--- src/hdl/sample_count_to_time_assert.svh ---
// ----------------------------------------------------------------------------
// Sample count to time assertion macros
// Shorthand for the concurrent checks of the time conversion block.
// ----------------------------------------------------------------------------
`ifndef SAMPLE_COUNT_TO_TIME_ASSERT_SVH
`define SAMPLE_COUNT_TO_TIME_ASSERT_SVH

// The consequent must hold in the same cycle as the antecedent.
`define STC_ASSERT_NOW(label, clk, rst, ante, cons) \
   label: assert property (@(posedge clk) disable iff (rst) (ante) |-> (cons)) \
      else $error("assertion failed");

// The consequent must hold after the delay dly given to the macro, counted from the antecedent.
`define STC_ASSERT_LATER(label, clk, rst, ante, dly, cons) \
   label: assert property (@(posedge clk) disable iff (rst) (ante) |-> ##dly (cons)) \
      else $error("assertion failed");

`endif

--- src/hdl/stc_divider.sv ---
// ----------------------------------------------------------------------------
// Pipelined restoring divider
// One quotient bit per register stage; a new division may enter every cycle.
// ----------------------------------------------------------------------------
module stc_divider #(
   parameter int NB = 32,
   parameter int DB = 22
) (
   input  logic          clock,
   input  logic [NB-1:0] dividend,
   input  logic [DB-1:0] rem_init,
   input  logic [DB-1:0] divisor,
   output logic [NB-1:0] quotient,
   output logic [DB-1:0] remainder
);

   localparam int XW = DB + NB;

   logic [XW-1:0] x_ff  [NB];
   logic [XW-1:0] x_in  [NB];
   logic [XW-1:0] x_src [NB];

   for (genvar k = 0; k < NB; k++) begin : g_stage
      logic [DB:0] trial;
      if (k == 0) begin : g_first
         assign x_src[k] = {rem_init, dividend};
      end else begin : g_next
         assign x_src[k] = x_ff[k-1];
      end
      assign trial = {x_src[k][XW-1:NB], x_src[k][NB-1]};
      always_comb begin
         if (trial >= {1'b0, divisor}) begin
            x_in[k] = {DB'(trial - {1'b0, divisor}), x_src[k][NB-2:0], 1'b1};
         end else begin
            x_in[k] = {trial[DB-1:0], x_src[k][NB-2:0], 1'b0};
         end
      end
      always_ff @(posedge clock) begin
         x_ff[k] <= x_in[k];
      end
   end

   assign quotient  = x_ff[NB-1][NB-1:0];
   assign remainder = x_ff[NB-1][XW-1:NB];

endmodule

--- config.mk ---
export PLATFORM = sky130hd
export DESIGN_NAME = stc_divider
export DESIGN_NICKNAME = d
export VERILOG_FILES = /design/src/hdl/sample_count_to_time_assert.svh /design/src/hdl/stc_divider.sv
export SDC_FILE = /design/constraint.sdc
export NUM_CORES = 2
export LEC_CHECK = 0
export BUFFER_PORTS_ARGS = -buffer_cell sky130_fd_sc_hd__buf_2
export CAP_MARGIN = 20
export CORE_MARGIN = 1.5
export CORE_UTILIZATION = 35
export CTS_CLUSTER_SIZE = 10
export DETAILED_ROUTE_END_ITERATION = 6
export PLACE_DENSITY = 0.56
export SLEW_MARGIN = 20
export SYNTH_ARGS = -nofsm -noshare
export SYNTH_HDL_FRONTEND = slang
export SYNTH_SLANG_ARGS = --single-unit
--- constraint.sdc ---
create_clock -name clock -period 6.05 [get_ports clock]
set_input_delay 0.9075 -clock clock [delete_from_list [all_inputs] [get_ports clock]]
set_output_delay 0.9075 -clock clock [all_outputs]
set_load 0.005 [all_outputs]
# Word level (Yosys, flattened, before mapping)
# Memory sizes are Yosys's and may differ from the RTL's.
# Index checks and enable logic that the tools add are counted.
# W data, S select, Z words.
# totals
mem_bits_rw,1728
input_bits,77
elab_cells,97
reg_bits,0
mem_count,1
output_inout_bits,54
# op_classes
n_mux,32
n_lt_le_gt_ge,32
n_addsub,32
# memory_table
name,words,width,rd,rd_ports_with_merged_regs,wr,line_no,rtl
x_ff,32,54,32,0,32,stc_divider.sv:19,logic [XW-1:0] x_ff [NB];
# ops
operator,count
$mux W54,32
$ge A23 B22 Y1,32
$sub A22 B22 Y22,32

# Depth between registers and ports, before layout
# depth
word_depth,2
depth_mapped,14
mapped_depth_nobuf,13

# Least setup slack after synthesis
# No wires, ideal clock.
# synth_path
path_type,input -> register
startpoint,input divisor[1]
endpoint,memory x_ff[1][252] in the netlist's numbering
required_time_ns,5.929
slack_ns,0.591
path_stages,12
setup_ns,0.121
t_arrival_ns,5.338
n_path_buf,1
cell_sequence,inv_1 > ha_1 > nor2b_1 > o31a_1 > o311ai_2 > a311oi_1 > o21ba_2 > o21ai_1 > a31oi_1 > a211oi_4 > buf_4 > mux2_2
# synth_lines
item,line_no,rtl
start: declaration,stc_divider.sv:12,"input logic [DB-1:0] divisor,"
end: declaration,stc_divider.sv:19,

==> tab_implementation.tex <==
\begin{tabular}{lr}
\hline
Metric & Value \\
\hline
\multicolumn{2}{l}{\textbf{CTS}} \\
\quad Clock root buffer & sky130\_fd\_sc\_hd\_\_clkbuf\_16 \\
\quad Clock transition at the registers of the reported paths & 50 ps \\
\quad Clock buffer count from CTS & 206 \\
\quad Clock insertion delay at the later pin of the skew report & 850 ps \\
\quad Max H-tree Level & 4 \\
\quad Worst-case clock buffer depth & 3 \\
\quad Clock tree from TritonCTS & yes \\
\quad CTS sink cnt & 1,728 \\
\quad Number of buffers inserted by post-CTS setup repair & 0 \\
\quad Post-cts resize count & 0 \\
\quad \# hold bufs at CTS & 0 \\
\multicolumn{2}{l}{\textbf{Power and ir drop}} \\
\quad Power per cell area & 654.8 mW/mm\^{}2 \\
\quad Combinational group share of total power & 47.6\% \\
\quad Clock Power Share & 20.2\% \\
\quad Worst-case vdd ir drop & 0.0003057 V \\
\quad Total leakage power & 0.03744 uW \\
\quad Int Power & 35,590 uW \\
\quad Flop pwr share & 32.2\% \\
\quad Switching Share & 37.39\% \\
\quad Net switching power of the design & 21,250 uW \\
\multicolumn{2}{l}{\textbf{Timing}} \\
\quad Share of the clock period used by the worst path & 69.12\% \\
\quad Highest clock rate & 239.1 MHz \\
\quad Max Transition Viols Final & 0 \\
\quad Final number of hold-violating endpoints & 0 \\
\quad Slew of the pin with the lowest slew margin & 1091 ps \\
\quad Count of endpoints failing setup in the final report & 0 \\
\quad Slew HR & 27.27\% \\
\quad Worst Hold Slack & 151.5 ps \\
\quad Min Clock Period, post-route & 4182 ps \\
\quad Setup total negative slack & 0 ps \\
\quad Max Clock Skew & 57.34 ps \\
\quad Unrepaired setup endpoints after global routing & false \\
\multicolumn{2}{l}{\textbf{Routing}} \\
\quad Routed wire length & 192,200 um \\
\quad Detailed-route vias per instance & 5.120 \\
\quad Routed length on met2 & 86,400 um \\
\quad Remaining number of nets flagged by the antenna check after routing & 0 \\
\quad Top Metal Used & met4 \\
\quad Via count & 54,520 \\
\quad Routed length per placed instance & 18.05 um \\
\quad Length of the first detailed-routing pass in iterations & 5 \\
\quad Initial DRC count & 3,423 \\
\quad Met1 wire length & 91,930 um \\
\quad DRC violations left & 0 \\
\quad Wire length on met3 & 8269 um \\
\multicolumn{2}{l}{\textbf{Global route}} \\
\quad Number of global-route vias before repair & 53,240 \\
\quad Pin count of the biggest net entering global routing & 43 \\
\quad Total routing usage reported by global routing & 16.89\% \\
\quad Total global routing overflow & 0 \\
\quad Initial antenna violation count & 8 \\
\quad Wire length of the first global-routing pass & 297,600 um \\
\multicolumn{2}{l}{\textbf{Critical path}} \\
\quad Critical path startpoint category & primary input \\
\quad Type of destination of the critical path & flip-flop \\
\quad Worst r2r src & x\_ff[1][517] \\
\quad Largest fanout on the critical path & 23 \\
\quad Cell count of the worst reg-to-reg path & 13 \\
\quad Slack of the worst reg-to-reg path & 2490 ps \\
\quad Arrival @ worst endpoint & 4850 ps \\
\quad Start-to-end type of the worst setup path & primary input to flip-flop \\
\quad Endpoint of the lowest-slack register-to-register path & x\_ff[1][592] \\
\quad Req. time, crit path & 6720 ps \\
\multicolumn{2}{l}{\textbf{Placement}} \\
\quad PortBufs & 130 \\
\quad HPWL after detailed placement & 140,900 um \\
\quad Final Wtd Congestion & 0.8940 \\
\quad Placed Area & 0.08051 mm\^{}2 \\
\quad Inst Count DP & 10,340 \\
\multicolumn{2}{l}{\textbf{Layout}} \\
\quad Area occupied by multi-input gates & 0.03979 mm\^{}2 \\
\quad Fin area & 0.08681 mm\^{}2 \\
\quad Final std cells w/o fill & 10,650 \\
\quad Biggest register & x\_ff \\
\quad Register area & 0.03459 mm\^{}2 \\
\quad Largest register FFs & 1,728 \\
\quad Fillers & 20,940 \\
\quad Largest registers & x\_ff (1728) \\
\quad Final Core Density & 40.02\% \\
\quad Area growth from synthesis to layout & 13.67\% \\
\quad Fraction of layout instances using a drive strength above 1 & 13.28\% \\
\quad Net count, final & 8,506 \\
\multicolumn{2}{l}{\textbf{Floorplanning}} \\
\quad Die span in y & 470.1 um \\
\quad Core Footprint & 0.2170 mm\^{}2 \\
\quad Initial core utilization & 35.20\% \\
\quad Die X & 470.1 um \\
\quad Die Footprint & 0.2210 mm\^{}2 \\
\quad Site row count & 171 \\
\quad IO Count & 131 \\
\multicolumn{2}{l}{\textbf{Logic synthesis}} \\
\quad Post-synth ARST share & 0\% \\
\quad Part of the Yosys area used for sequential elements & 45.29\% \\
\quad Synthesized area per cell & 10.26 um\^{}2 \\
\quad Most used DFF post-synth & sky130\_fd\_sc\_hd\_\_dfxtp\_1 \\
\quad Cell area after technology mapping & 0.07637 mm\^{}2 \\
\quad Synthesized Nets & 8,257 \\
\quad Unique cell type count in the Yosys netlist & 92 \\
\quad Cells after synthesis & 7,444 \\
\quad Number of warnings reported in the yosys synthesis log & 0 \\
\quad Total of flip-flops plus latches after synthesis & 1,728 \\
\quad Number of enable-type register cells in the synthesized netlist & 0 \\
\multicolumn{2}{l}{\textbf{Flow run}} \\
\quad Max-capacitance violation count & 0 \\
\multicolumn{2}{l}{\textbf{Outcome}} \\
\quad Status & completed \\
\multicolumn{2}{l}{\textbf{Hold path}} \\
\quad Number of cells on the worst hold path & 1 \\
\quad Launch point of the worst hold path & dividend[11] \\
\quad Min-Delay Path Class & primary input to flip-flop \\
\quad WHS Endpoint & x\_ff[0][12] \\
\hline
\end{tabular}
[per-stage QoR]
stage | setup WS [ps] | total power (uW)
5_1_grt | 1727 | 61120
6_report | 1868 | 56840
3_3_place_gp | 1137 | 44860
4_1_cts | 1893 | 57200
2_1_floorplan | 591.2 | 39200
3_5_place_dp | 1036 | 45190
[worst max-delay path: stages]
cell	delay (ps)
sky130_fd_sc_hd__buf_2	130
sky130_fd_sc_hd__inv_2	730
sky130_fd_sc_hd__buf_4	350
sky130_fd_sc_hd__ha_1	310
sky130_fd_sc_hd__a21o_1	180
sky130_fd_sc_hd__a21o_1	200
sky130_fd_sc_hd__a221oi_2	270
sky130_fd_sc_hd__o21ai_1	220
sky130_fd_sc_hd__a221o_1	410
sky130_fd_sc_hd__nand2_2	100
sky130_fd_sc_hd__a21oi_2	70
sky130_fd_sc_hd__a211oi_4	190
sky130_fd_sc_hd__buf_4	340
sky130_fd_sc_hd__mux2_1	380
[final cells by class]
type / instances / share of cell area (%)
diodes: 6 / 0.01730
multi-input cells: 5260 / 45.84
well taps: 2854 / 4.113
clock buffers: 269 / 6.523
clock inverters: 34 / 0.7163
repair buffers: 223 / 1.755
inverters: 274 / 1.189
flip-flops and latches: 1728 / 39.85
[worst max path at each step]
| stage | slack [ps] | depth (start not counted) | end | from |
|---|---|---|---|---|
| 2_1_floorplan | 590 | 12 | x_ff[1][252] | divisor[1] |
| 3_3_place_gp | 1140 | 13 | x_ff[0][52] | divisor[0] |
| 3_5_place_dp | 1040 | 14 | x_ff[1][428] | divisor[8] |
| 4_1_cts | 1890 | 14 | x_ff[1][428] | divisor[8] |
| 5_1_grt | 1730 | 14 | x_ff[1][574] | divisor[1] |
| 6_report | 1870 | 14 | x_ff[1][427] | divisor[8] |
[power by group through the flow]
| stage | registers, uW | logic, uW | clock network, uW |
|---|---|---|---|
| after floorplan | 17300 | 21900 | 0 |
| after global placement | 18600 | 26300 | 0 |
| after detailed placement | 18600 | 26600 | 0 |
| after CTS | 18400 | 26900 | 11900 |
| after global routing | 18700 | 30000 | 12400 |
| final | 18300 | 27100 | 11500 |
[synthesized netlist by cell type, types with 102 or more instances]
library cell              number  area (um^2)
sky130_fd_sc_hd__ha_1        704         8808
sky130_fd_sc_hd__nor2_1      432         1622
sky130_fd_sc_hd__nand2_1     398         1494
sky130_fd_sc_hd__a21o_1      313         2350
sky130_fd_sc_hd__dfxtp_1    1728        34590
sky130_fd_sc_hd__nand3_1     115        575.6
sky130_fd_sc_hd__a21oi_1     596         2983
sky130_fd_sc_hd__nand4_1     102        638.1
sky130_fd_sc_hd__xor2_1      180         1577
sky130_fd_sc_hd__o21ai_0     359         1797
sky130_fd_sc_hd__xnor2_1     377         3302
sky130_fd_sc_hd__mux2_2      415         4673
sky130_fd_sc_hd__inv_1       273         1025
[per-layer routing]
| metal | vias to the layer above | GRT usage, % |
|---|---|---|
| met5 | - | 0 |
| li1 | 27240 | - |
| met2 | 1144 | 27.25 |
| met1 | 25780 | 22.74 |
| met4 | 0 | 5.738 |
| met3 | 348 | 2.844 |
[placed cells by master, fill, tap and decap left out, types with 23 or more instances in the layout]
cell                        instances
sky130_fd_sc_hd__dfxtp_1         1728
sky130_fd_sc_hd__ha_1             704
sky130_fd_sc_hd__a21oi_1          595
sky130_fd_sc_hd__nor2_1           428
sky130_fd_sc_hd__mux2_2           415
sky130_fd_sc_hd__nand2_1          397
sky130_fd_sc_hd__xnor2_1          377
sky130_fd_sc_hd__o21ai_0          359
sky130_fd_sc_hd__a21o_1           313
sky130_fd_sc_hd__inv_1            252
sky130_fd_sc_hd__clkbuf_16        207
sky130_fd_sc_hd__xor2_1           180
sky130_fd_sc_hd__buf_2            130
sky130_fd_sc_hd__nand3_1          115
sky130_fd_sc_hd__nand4_1          102
sky130_fd_sc_hd__nor3_1            99
sky130_fd_sc_hd__o21a_1            99
sky130_fd_sc_hd__o21bai_1          92
sky130_fd_sc_hd__nor2b_1           79
sky130_fd_sc_hd__buf_4             79
sky130_fd_sc_hd__nand2b_1          69
sky130_fd_sc_hd__a211oi_1          65
sky130_fd_sc_hd__and3_1            62
sky130_fd_sc_hd__a31oi_1           56
sky130_fd_sc_hd__o31ai_1           40
sky130_fd_sc_hd__o211ai_1          38
sky130_fd_sc_hd__clkbuf_1          37
sky130_fd_sc_hd__or3_1             36
sky130_fd_sc_hd__a211o_1           35
sky130_fd_sc_hd__or2_2             32
sky130_fd_sc_hd__fa_1              32
sky130_fd_sc_hd__mux2i_1           25
sky130_fd_sc_hd__and2_1            25
sky130_fd_sc_hd__clkbuf_8          25
sky130_fd_sc_hd__nor4_1            23
[cell families (layout without fill, tap and decap cells)]
group / after synthesis / after routing / synth area share [%]
and+or+nand+nor: 1549 / 1549 / 9.798
buffers and inverters: 456 / 800 / 2.665
xor gates and xnor gates: 557 / 557 / 6.388
other: 0 / 6 / 0
AOI/OAI and AO/OA: 1946 / 1946 / 16.48
DFF: 1728 / 1728 / 45.29
adders and majority gates: 736 / 736 / 12.37
muxes: 472 / 472 / 7.002
Power figures use the tool's default switching activity.
