**src/hdl/sample_count_to_time_assert.svh**
```systemverilog
// ----------------------------------------------------------------------------
// Sample count to time assertion macros
// Shorthand for the concurrent checks of the time conversion block.
// ----------------------------------------------------------------------------
`ifndef SAMPLE_COUNT_TO_TIME_ASSERT_SVH
`define SAMPLE_COUNT_TO_TIME_ASSERT_SVH

// The consequent must hold in the same cycle as the antecedent.
`define STC_ASSERT_NOW(label, clk, rst, ante, cons) \
   label: assert property (@(posedge clk) disable iff (rst) (ante) |-> (cons)) \
      else $error("assertion failed");

// The consequent must hold after the delay dly given to the macro, counted from the antecedent.
`define STC_ASSERT_LATER(label, clk, rst, ante, dly, cons) \
   label: assert property (@(posedge clk) disable iff (rst) (ante) |-> ##dly (cons)) \
      else $error("assertion failed");

`endif

```
**src/hdl/stc_pkg.sv**
```systemverilog
// ----------------------------------------------------------------------------
// Sample count to time package
// Widths, constants and shared types of the time conversion block.
// ----------------------------------------------------------------------------
package stc_pkg;

   localparam int SAMPLE_BITS_DEFAULT = 32;
   localparam int RATE_BITS           = 22;
   localparam int RATE60_BITS         = 28;
   localparam int MINUTES_BITS        = 27;
   localparam int SECONDS_BITS        = 6;
   localparam int CS_BITS             = 7;
   localparam int MS_BITS             = 32;
   localparam int FRAC_BITS           = 10;
   localparam int PROD_BITS           = RATE_BITS + FRAC_BITS;

   localparam int SECS_PER_MIN = 60;
   localparam int MS_PER_SEC   = 1000;
   localparam int CS_RECIP     = 205;
   localparam int CS_SHIFT     = 11;

   localparam logic [RATE_BITS-1:0] RATE_RESET = RATE_BITS'(44100);
   localparam logic [0:0] REG_SAMPLE_RATE = 1'b0;

   typedef struct packed {
      logic                    err;
      logic [MINUTES_BITS-1:0] minutes;
      logic [SECONDS_BITS-1:0] seconds;
      logic [MS_BITS-1:0]      whole_ms;
   } side_type;

endpackage

```
**src/hdl/stc_assemble.sv**
```systemverilog
// ----------------------------------------------------------------------------
// Result assembly stage
// Forms centiseconds and total milliseconds, zeroes all fields on a rate error,
// and registers the result.
module stc_assemble import stc_pkg::*; (
   input  logic                    clock,
   input  logic                    reset,
   input  logic                    in_valid,
   input  side_type                side,
   input  logic [FRAC_BITS-1:0]    ms,
   output logic                    rsp_valid,
   output logic [MINUTES_BITS-1:0] rsp_minutes,
   output logic [SECONDS_BITS-1:0] rsp_seconds,
   output logic [CS_BITS-1:0]      rsp_centiseconds,
   output logic [MS_BITS-1:0]      rsp_total_milliseconds,
   output logic                    rsp_rate_error
);

   logic                          valid_ff;
   logic [MINUTES_BITS-1:0]       min_ff, min_in;
   logic [SECONDS_BITS-1:0]       sec_ff, sec_in;
   logic [CS_BITS-1:0]            cs_ff, cs_in;
   logic [MS_BITS-1:0]            tms_ff, tms_in;
   logic                          err_ff;
   logic [FRAC_BITS+CS_SHIFT-1:0] cs_prod;

   assign cs_prod = (FRAC_BITS+CS_SHIFT)'(ms) * (FRAC_BITS+CS_SHIFT)'(CS_RECIP);

   always_comb begin
      if (side.err) begin
         min_in = '0;
         sec_in = '0;
         cs_in  = '0;
         tms_in = '0;
      end else begin
         min_in = side.minutes;
         sec_in = side.seconds;
         cs_in  = CS_BITS'(cs_prod >> CS_SHIFT);
         tms_in = side.whole_ms + MS_BITS'(ms);
      end
   end

   always_ff @(posedge clock) begin
      if (reset) begin
         valid_ff <= 1'b0;
      end else begin
         valid_ff <= in_valid;
      end
      min_ff <= min_in;
      sec_ff <= sec_in;
      cs_ff  <= cs_in;
      tms_ff <= tms_in;
      err_ff <= side.err;
   end

   assign rsp_valid              = valid_ff;
   assign rsp_minutes            = min_ff;
   assign rsp_seconds            = sec_ff;
   assign rsp_centiseconds       = cs_ff;
   assign rsp_total_milliseconds = tms_ff;
   assign rsp_rate_error         = err_ff;

endmodule
```
**config.mk**
```make
export PLATFORM = sky130hd
export DESIGN_NAME = stc_assemble
export DESIGN_NICKNAME = d
export VERILOG_FILES = /design/src/hdl/sample_count_to_time_assert.svh /design/src/hdl/stc_pkg.sv /design/src/hdl/stc_assemble.sv
export SDC_FILE = /design/constraint.sdc
export NUM_CORES = 1
export LEC_CHECK = 0
export BUFFER_PORTS_ARGS = -buffer_cell sky130_fd_sc_hd__clkbuf_2
export CAP_MARGIN = 20
export CORE_ASPECT_RATIO = 0.5
export CORE_UTILIZATION = 42
export CTS_CLUSTER_DIAMETER = 60
export DETAILED_ROUTE_END_ITERATION = 8
export PLACE_DENSITY_LB_ADDON = 0.25
export SKIP_CTS_REPAIR_TIMING = 1
export SLEW_MARGIN = 10
export SYNTH_ARGS = -nofsm -noshare
export SYNTH_HDL_FRONTEND = slang
export SYNTH_SLANG_ARGS = --single-unit
```
**constraint.sdc**
```tcl
create_clock -name clock -period 5.3 [get_ports clock]
set_input_delay 1.59 -clock clock [delete_from_list [all_inputs] [get_ports clock]]
set_output_delay 1.59 -clock clock [all_outputs]
set_load 0.1 [all_outputs]
```
# == Word level (Yosys, flattened, before mapping) ==
# Cells that the tools add are included.
# totals
elab_cells,8
register_bits,74
inputBits,79
# classes
n_mul,1
add_sub_neg,1
# op_table
cell,count
adder 32 x 10 -> 32 bit,1
"multiplier 10 x 8 -> 18 bit, second input constant",1

# == Depth between registers and ports, before layout ==
# Gate-level depths: netlist (run 1).
# depth
word_depth,1
depth_mapped,15
mapped_depth_nobuf,15

# == Worst setup path after synthesis (run 1) ==
# OpenSTA, ideal clock, no wires.
# synth_timing
kind,input -> register
start,in ms[2]
end,reg cs_ff[3] (netlist: rsp_centiseconds[3])
n_path_buf,0
stages,15
slack_ns,0.149
t_arrival_ns,5.073
setup_time_ns,0.078
path_cell_list,ha_1 > inv_1 > fa_1 > inv_1 > fa_1 > inv_1 > fa_1 > inv_1 > ha_1 > a211oi_1 > o21ai_0 > o221ai_1 > a21boi_0 > o21a_1 > nor3_1
# synth_via
elab_chain_len,1
# synth_rtl
element,line_no,rtl
from (decl),stc_assemble.sv:10,"input logic [FRAC_BITS-1:0] ms,"
multiplier 10 x 8 -> 18 bit,stc_assemble.sv:27,assign cs_prod = (FRAC_BITS+CS_SHIFT)'(ms) * (FRAC_BITS+CS_SHIFT)'(CS_RECIP);
to (signal assigned),stc_assemble.sv:51,cs_ff <= cs_in;
to (decl),stc_assemble.sv:22,"logic [CS_BITS-1:0] cs_ff, cs_in;"
# Every way passes these cells.
# A chain may end at the register's enable or synchronous reset.

# == Worst setup path after layout (run 1) ==
# layout_timing
start,in ms[3]
end,reg cs_ff[3] (netlist: rsp_centiseconds[3])
# The elaborated chain is that of the path after synthesis.

==> metrics.yaml, run 1 <==
final_layout:
  num-fill-cells: 858
  fin_cells: 754
  drive_above_1_share_pct: 31.2
  fin_nets: 771
  insertedDiodeCount: 0
  final_core_utilization_pct: 57.9
  area_delta_synth_final_pct: 31.2
hold_path:
  worstHoldStart: "reset"
  timing.hold.worst.class: "in2reg"
yosys:
  postSynthNetCount: 603
  synth.distinct_cells: 40
  syn_inst: 446
  synth_enable_flop_cells: 0
  post_synth_main_area_contributors: "dfxtp_1, ha_1, fa_1"
  post_synth_instance_area_um2: 4270
  leading_register_cell_type_out_of_synthesis: "dfxtp_1"
  ys_warn_count: 0
  post-synth-top-area-cell: "dfxtp_1"
  synth_seq_area_share_pct: 34.7
  yosys.area.top_type_share_pct: 34.7
  yosys_register_bits: 74
  syn_avg_cell_area_um2: 9.57
  synthArstFlopShare_pct: 0
clock_tree:
  cts-buffers-inserted: 9
  ctsHtreeMaxLevel: 3
  clock-sinks: 74
  clk_slew_on_worst_s_h_paths_ps: 50
  tritoncts: "yes"
  root_buffer: "clkbuf_16"
  cts-root-to-sink-buffers: 2
setup_path:
  cells_along_the_critical_path: "clkbuf_2, ha_1, inv_1, fa_1, inv_1, fa_1, inv_1, fa_1, inv_1, ha_1, buf_4, nand4_1, nand2b_1, o221ai_1, buf_4, a21boi_0, nor3_1, nor3_1"
  critical-path-slowest-cell: "fa_1"
  crit_path_frequent_cell: "inv_1"
  timing.critical_path.arrival_ps: 5240
  critical_path.max_stage_delay_ps: 540
  timing.critical_path.fanout_max: 6
  critical_path.startpoint_type: "primary input"
  critPathCaptureType: "flip-flop"
  critPathKind: "in2reg"
  timing.critical_path.required_ps: 5550
  setup.worst_path.start: "ms[3]"
  timing.critical_path.buf_inv: 7
  worst_path_dominant_cell_family: "adder cells"
global_routing:
  grt_util_all_layers_pct: 18.6
  global_route_wire_length_before_repair_um: 15000
  number_of_global_route_vias_before_repair: 3235
  global_route.overflow_total: 0
  antenna_found_initial: 0
  grt_max_degree: 44
detailed_routing:
  routedWlPerCell_um: 12.6
  number_of_iterations_in_the_first_detailed_routing_pass: 4
  vias_per_cell: 4.66
  postRouteWirelength_um: 9520
  antenna_violating_nets_post_route: 0
  vias: 3511
  drt-initial-drc-count: 75
  remaining_drc_errors: 0
pwr:
  p_leak_nw: 2.81
  p_per_area_nw_per_um2: 408
  total_power_w: 0.00228
  vdd_drop_max_uv: 177
placement:
  placed_cells: 738
  place.detailed.hpwl_um: 7740
  gp_congestion: 0.848
  pre_cts_ws_ps: -102
  placement.io_buffers: 152
sta:
  finalHoldViolCount: 0
  postLayoutSetupSlackWorst_ps: 308
  finalMaxSlewViolations: 0
  slew_headroom_pct: 29.1
  final.period_utilization_pct: 94.2
  finalWorstPathRequiredPeriod_ps: 4990
  setup_viol_count_final: 0
  grt_setup_unrepaired: "no"
  final_tns_setup_ps: 0
  max_freq_ghz: 0.200
  slew_at_the_pin_closest_to_its_max_slew_limit_ps: 1060
run_status:
  status: "complete, no violations"
die:
  core-area_um2: 9670
  number_of_top_level_design_ports: 153
  initial_utilization_pct: 44.1
  design.die.area_um2: 10600
  die_w_um: 145
  placement_rows: 25
  die_h_um: 73.3
flow_run:
  drv_cap: 0
kinds of logic (layout without fill, tap and decap cells):
logic type	after synthesis	in the layout	synth area share, %
AO/OA/AOI/OAI	69	69	11.4
XOR/XNOR	33	33	6.77
adder cells (fa/ha/maj)	78	78	25.9
buffers and inverters	67	240	6.01
flip-flops	74	74	34.7
AND/OR/NAND/NOR	125	125	15.2
cell usage after synthesis (2+ instances only):
master,n
a211oi_1,14
a21boi_0,5
a21o_1,7
a21oi_1,18
and4_1,2
buf_2,4
clkbuf_1,8
dfxtp_1,74
fa_1,17
ha_1,61
inv_1,55
nand2_1,10
nand2b_1,2
nand3_1,7
nand4_1,6
nor2_1,45
nor2b_1,37
nor3_1,7
nor4_1,2
o21a_1,5
o21ai_0,10
xnor2_1,31
xor2_1,2
registers in the layout (all words and copies together), names as in the netlist:
signal,flops
rsp_valid,1
rsp_total_milliseconds,32
rsp_minutes,27
rsp_seconds,6
rsp_rate_error,1
rsp_centiseconds,7
worst paths after layout:
kind | end | slack (ps) | cells after the start
worst min-delay path | rsp_valid$_SDFF_PP0_ | 1420 | 2
worst max-delay path | rsp_centiseconds[3]$_SDFF_PP0_ | 310 | 18
layer usage:
metal / track usage, % / up-vias / part of all wire [%]
met2: 33.9 / 83 / 49
met1: 21.9 / 1601 / 45
met4: 5.03 / 0 / 1.0
met5: 0 / - / 0
met3: 4.63 / 8 / 5.4
li1: - / 1819 / -
area by class of cell:
type,count,area (um2),share of cell area [%]
inverters,55,206,3.69
repair buffers,169,888,15.9
clock buffers,9,225,4.02
well taps,135,169,3.02
flip-flops and latches,74,1480,26.5
clock inverters,7,93.8,1.68
multi-input cells,305,2530,45.3
metrics by stage:
step                      hold WS, ps  cell area, um2
final                            1420            5600
after global routing             1420            5600
after CTS                        1410            5590
after detailed placement         1750            5270
after global placement           1750            5270
after floorplan                  1620            4270
where the power goes:
part / leakage (nW) / internal [W] / switching (W)
Sequential: 0.617 / 0.000610 / 0.0000120
Clock: 0.151 / 0.000411 / 0.000228
Combinational: 2.05 / 0.000307 / 0.000715
placed cells by master, fill, tap and decap left out, drive strengths merged, types with 5 or more instances in the layout:
cell | synthesis | layout
a21o | 7 | 7
buf | 4 | 17
dfxtp | 74 | 74
nand2 | 10 | 10
nor2b | 37 | 37
nand4 | 6 | 6
nor2 | 45 | 45
inv | 55 | 55
o21a | 5 | 5
a21boi | 5 | 5
o21ai | 11 | 11
clkbuf | 8 | 161
nand3 | 8 | 8
a211oi | 14 | 14
nor3 | 7 | 7
xnor2 | 31 | 31
fa | 17 | 17
a21oi | 18 | 18
ha | 61 | 61
Note: power is estimated with default switching activity, not from simulation.
==> run 2, diff against run 1 <==
--- a/config.mk
+++ b/config.mk
@@ -8,6 +8,7 @@
 export BUFFER_PORTS_ARGS = -buffer_cell sky130_fd_sc_hd__clkbuf_2
 export CAP_MARGIN = 20
 export CORE_ASPECT_RATIO = 0.5
+export CORE_MARGIN = 1.5
 export CORE_UTILIZATION = 42
 export CTS_CLUSTER_DIAMETER = 60
 export DETAILED_ROUTE_END_ITERATION = 8
==> metrics.yaml, run 2 (same netlist as run 1, synthesis figures left out) <==
final_layout:
  largest_register_ff_count: 32  # unchanged
  most-common-layout-cells: "clkbuf_2, dfxtp_1, ha_1"
  area_delta_synth_final_pct: 30.5
  multi_input_area_um2: 2530  # -0.20%
  fin_nets: 766  # -0.65%
  sequential_cell_area_in_the_final_layout_um2: 1480  # unchanged
  fin_cells: 749  # -0.66%
  drive_above_1_share_pct: 30.3  # -0.89 points
  layout.cells.most_common: "clkbuf_2"
  insertedDiodeCount: 0  # unchanged
  num-fill-cells: 873  # +1.7%
run_status:
  status: "complete, no violations"
global_routing:
  global_route.overflow_total: 0  # unchanged
  grt_max_degree: 74  # +68%
  grt_util_all_layers_pct: 18.5  # -0.096 points
  number_of_global_route_vias_before_repair: 3424  # +5.8%
  global_route_wire_length_before_repair_um: 15900  # +5.7%
  antenna_found_initial: 0  # unchanged
die:
  number_of_top_level_design_ports: 153  # unchanged
  design.die.area_um2: 10800  # +2.1%
  die_h_um: 74.3  # +1.4%
  die_w_um: 146  # +0.69%
  initial_utilization_pct: 44.1  # unchanged
  core-area_um2: 9670  # unchanged
  placement_rows: 25  # unchanged
sta:
  grt_setup_unrepaired: "no"
  slew_headroom_pct: 34.4  # +5.2 points
  slew_at_the_pin_closest_to_its_max_slew_limit_ps: 985  # -78.5 ps
  finalWorstPathRequiredPeriod_ps: 5050  # +55.3 ps
  final.period_utilization_pct: 95.2  # +1.0 points
  max_freq_ghz: 0.198  # -1.1%
  setup_viol_count_final: 0  # unchanged
  postLayoutSetupSlackWorst_ps: 253  # -55.3 ps
  finalHoldViolCount: 0  # unchanged
  finalMaxSlewViolations: 0  # unchanged
setup_path:
  critical_path.max_stage_delay_ps: 530  # about the same
  critical_path.startpoint_type: "primary input"
  critical-path-slowest-cell: "fa_1"
  timing.critical_path.required_ps: 5540  # about the same
  cells_along_the_critical_path: "clkbuf_2, ha_1, inv_1, fa_1, inv_1, fa_1, inv_1, fa_1, inv_1, ha_1, a211oi_1, o21ai_0, o221ai_1, buf_4, a21boi_1, o21a_1, nor3_1"
  critPathKind: "in2reg"
  timing.critical_path.fanout_max: 6  # unchanged
  crit_path_frequent_cell: "inv_1"
  timing.critical_path.arrival_ps: 5290  # +50 ps
  worstSetupPathDepth: 17  # -1
  critPathCaptureType: "flip-flop"
  timing.critical_path.buf_inv: 6  # -1
  worst_path_dominant_cell_family: "adder cells"
placement:
  gp_congestion: 0.821  # -3.1%
  placement.io_buffers: 152  # unchanged
  placed_cells: 733  # -0.68%
  pre_cts_ws_ps: -144  # -42.1 ps
  place.detailed.hpwl_um: 7810  # +0.98%
hold_path:
  hold_end: "rsp_valid$_SDFF_PP0_"
  hold_path_depth: 2  # unchanged
  timing.hold.worst.class: "in2reg"
  worstHoldStart: "reset"
pwr:
  p_leak_nw: 2.80  # -0.48%
  vdd_drop_max_uv: 203  # +15%
  p_per_area_nw_per_um2: 408  # about the same
clock_tree:
  tritoncts: "yes"
  clock-sinks: 74  # unchanged
  cts-root-to-sink-buffers: 2  # unchanged
  root_buffer: "clkbuf_16"
  clk_slew_on_worst_s_h_paths_ps: 50  # about the same
  cts-buffers-inserted: 9  # unchanged
  ctsHtreeMaxLevel: 3  # unchanged
detailed_routing:
  vias_per_cell: 4.67  # +0.21%
  routedWlPerCell_um: 12.7  # +0.98%
  drt-initial-drc-count: 99  # +32%
  postRouteWirelength_um: 9550  # +0.32%
  remaining_drc_errors: 0  # unchanged
  antenna_violating_nets_post_route: 0  # unchanged
  number_of_iterations_in_the_first_detailed_routing_pass: 4  # unchanged
  vias: 3495  # -0.46%
flow_run:
  drv_cap: 0  # unchanged
run 2: cell type report:
type	count	share of cell area, %
multi-input cells	305	45.4
inverters	55	3.71
well taps	135	3.03
flip-flops and latches	74	26.6
clock inverters	4	1.33
clock buffers	12	4.61
repair buffers	164	15.3
run 2: report_power, final:
group          internal [W]  switching [W]  total (W)
Combinational      0.000285       0.000704   0.000989
Sequential         0.000610      0.0000128   0.000623
Clock              0.000438       0.000221   0.000659
run 2: worst max path at each step:
| stage | endpoint | from |
|---|---|---|
| after CTS | rsp_centiseconds[3]$_SDFF_PP0_ | ms[3] |
| final | rsp_centiseconds[3]$_SDFF_PP0_ | ms[3] |
| after detailed placement | rsp_centiseconds[3]$_SDFF_PP0_ | ms[3] |
| after global placement | rsp_centiseconds[3]$_SDFF_PP0_ | ms[3] |
| after global routing | rsp_centiseconds[3]$_SDFF_PP0_ | ms[3] |
| after floorplan | rsp_centiseconds[3]$_SDFF_PP0_ | ms[2] |
run 2: routing by layer:
metal	share of wire, %	global-route usage, %
met5	0	0
met4	1.3	6.46
met3	4.8	3.74
met2	50	34.2
met1	44	22.1
run 2: stage by stage:
| stage | utilization, % | instance area (um2) | setup TNS, ps | power [W] | hold slack (ps) |
|---|---|---|---|---|---|
| floorplan | - | 4270 | 0 | 0.00142 | 1620 |
| global placement | 54.2 | 5240 | -27.0 | 0.00161 | 1750 |
| detailed placement | 54.2 | 5240 | -227 | 0.00163 | 1750 |
| CTS | 57.6 | 5570 | 0 | 0.00229 | 1410 |
| global route | 57.6 | 5570 | 0 | 0.00241 | 1410 |
| finish | 57.6 | 5570 | 0 | 0.00227 | 1420 |
==> run 3, diff against run 2 <==
--- a/config.mk
+++ b/config.mk
@@ -13,6 +13,7 @@
 export CTS_CLUSTER_DIAMETER = 60
 export DETAILED_ROUTE_END_ITERATION = 8
 export PLACE_DENSITY_LB_ADDON = 0.25
+export REMOVE_ABC_BUFFERS = 1
 export SKIP_CTS_REPAIR_TIMING = 1
 export SLEW_MARGIN = 10
 export SYNTH_ARGS = -nofsm -noshare
==> metrics.yaml, run 3 (same netlist as run 1, synthesis figures left out) <==
run_status:
  status: "complete, no violations"
placement:
  place.detailed.hpwl_um: 7560  # -3.2%
  placement.io_buffers: 152  # unchanged
  post_dp_cell_area_um2: 5270  # +0.57%
  pre_cts_ws_ps: -178  # -34.8 ps
  gp_congestion: 0.807  # -1.7%
final_layout:
  area_delta_synth_final_pct: 30.8
  largest_register_ff_count: 32  # unchanged
  num-fill-cells: 887  # +1.6%
  sequential_cell_area_in_the_final_layout_um2: 1480  # unchanged
  multi_input_area_um2: 2530  # unchanged
  most-common-layout-cells: "clkbuf_2, dfxtp_1, ha_1"
  post-route-cell-area_um2: 5580  # +0.27%
  fin_nets: 770  # +0.52%
  layout.cells.most_common: "clkbuf_2"
  insertedDiodeCount: 0  # unchanged
  drive_above_1_share_pct: 30.8  # +0.50 points
pwr:
  power.switching_fraction_pct: 41.6  # +0.31 points
  total_switching_power_w: 0.000941  # +0.29%
  internal_power_w: 0.00132  # -0.98%
  combPwrFrac_pct: 44.2  # +0.6 points
  vdd_drop_max_uv: 206  # +1.2%
  p_per_area_nw_per_um2: 405  # -0.72%
  p_leak_nw: 2.81  # +0.29%
  power.clock.fraction_pct: 28.3  # -0.7 points
  sequentialPowerShare_pct: 27.5  # about the same
clock_tree:
  clk_slew_on_worst_s_h_paths_ps: 60  # about the same
  cts-root-to-sink-buffers: 2  # unchanged
  cts-buffers-inserted: 9  # unchanged
  clock-sinks: 74  # unchanged
  ctsHtreeMaxLevel: 3  # unchanged
  tritoncts: "yes"
  root_buffer: "clkbuf_16"
flow_run:
  drv_cap: 0  # unchanged
setup_path:
  timing.critical_path.arrival_ps: 5310  # +20 ps
  critPathCaptureType: "flip-flop"
  critPathKind: "in2reg"
  timing.critical_path.fanout_max: 6  # unchanged
  timing.critical_path.required_ps: 5540  # about the same
  setup.worst_path.start: "ms[3]"
  critical_path.startpoint_type: "primary input"
sta:
  grt_setup_unrepaired: "no"
  setup_viol_count_final: 0  # unchanged
  final_tns_setup_ps: 0  # unchanged
  finalWorstPathRequiredPeriod_ps: 5070  # +18.9 ps
  postLayoutSetupSlackWorst_ps: 234  # -18.9 ps
  finalMaxSlewViolations: 0  # unchanged
  finalHoldViolCount: 0  # unchanged
  slew_at_the_pin_closest_to_its_max_slew_limit_ps: 989  # +4.72 ps
  final.period_utilization_pct: 95.6  # +0.36 points
  max_freq_ghz: 0.197  # -0.37%
  worst_hold_slack_ps: 1420  # +4.92 ps
  slew_headroom_pct: 33.6  # -0.71 points
die:
  design.die.area_um2: 10800  # unchanged
  die_w_um: 146  # unchanged
  number_of_top_level_design_ports: 153  # unchanged
  core-area_um2: 9670  # unchanged
  initial_utilization_pct: 44.1  # unchanged
  placement_rows: 25  # unchanged
  die_h_um: 74.3  # unchanged
hold_path:
  worstHoldStart: "reset"
  timing.hold.worst.class: "in2reg"
global_routing:
  grt_util_all_layers_pct: 17.4  # -1.1 points
  number_of_global_route_vias_before_repair: 3175  # -7.3%
  grt_max_degree: 43  # -42%
  antenna_found_initial: 0  # unchanged
  global_route_wire_length_before_repair_um: 14800  # -7.0%
  global_route.overflow_total: 0  # unchanged
detailed_routing:
  drt-initial-drc-count: 136  # +37%
  routedWlPerCell_um: 12.3  # -3.7%
  postRouteWirelength_um: 9230  # -3.3%
  antenna_violating_nets_post_route: 0  # unchanged
  remaining_drc_errors: 0  # unchanged
  vias: 3506  # +0.31%
  vias_per_cell: 4.66  # about the same
  number_of_iterations_in_the_first_detailed_routing_pass: 4  # unchanged
-- run 3: cell count changes in the layout (fill, tap and decap cells not counted) --
cell	previous run	this run
clkinvlp_4	0	1
inv_6	0	1
clkbuf_1	1	0
buf_4	12	16
clkbuf_8	2	0
-- run 3: final timing paths --
kind | to | slack [ps] | cells past startpoint
setup / recovery | rsp_centiseconds[3]$_SDFF_PP0_ | 230 | 17
hold / removal | rsp_valid$_SDFF_PP0_ | 1420 | 2
-- run 3: power by group through the flow --
| stage | logic (W) | clock network, W | registers (W) |
|---|---|---|---|
| 6_report | 0.000999 | 0.000639 | 0.000622 |
| 5_1_grt | 0.00110 | 0.000684 | 0.000626 |
| 4_1_cts | 0.00101 | 0.000656 | 0.000623 |
| 3_5_place_dp | 0.00100 | 0 | 0.000635 |
| 3_3_place_gp | 0.000988 | 0 | 0.000633 |
| 2_1_floorplan | 0.000394 | 0 | 0.00102 |
-- run 3: layer usage --
layer	global-route usage, %	routed length [um]
met1	20.7	4190
met5	0	0
met4	5.78	99
met2	32.1	4540
met3	3.87	393
-- run 3: final cells by class --
| class | instances | share of cell area [%] |
|---|---|---|
| clock inverter | 6 | 1.61 |
| sequential | 74 | 26.5 |
| multi-input combinational | 305 | 45.3 |
| inverter | 55 | 3.70 |
| timing repair buffer | 168 | 15.8 |
| clock buffer | 9 | 4.03 |
| tap | 135 | 3.03 |
-- run 3: stage by stage --
| stage | util (%) | cells | power [W] |
|---|---|---|---|
| detailed placement | 54.5 | 737 | 0.00164 |
| CTS | 57.7 | 752 | 0.00228 |
| finish | 57.7 | 752 | 0.00226 |
| floorplan | - | 434 | 0.00141 |
| global placement | 54.5 | 737 | 0.00162 |
| global route | 57.7 | 752 | 0.00241 |
-- run 3: critical path, cell delays in order --
cell	delay, ps
clkbuf_2	120
ha_1	310
inv_1	60
fa_1	520
inv_1	50
fa_1	530
inv_1	60
fa_1	540
inv_1	40
ha_1	320
a211oi_1	270
o21ai_0	130
o221ai_1	190
buf_4	180
a21boi_1	100
o21a_1	180
nor3_1	110
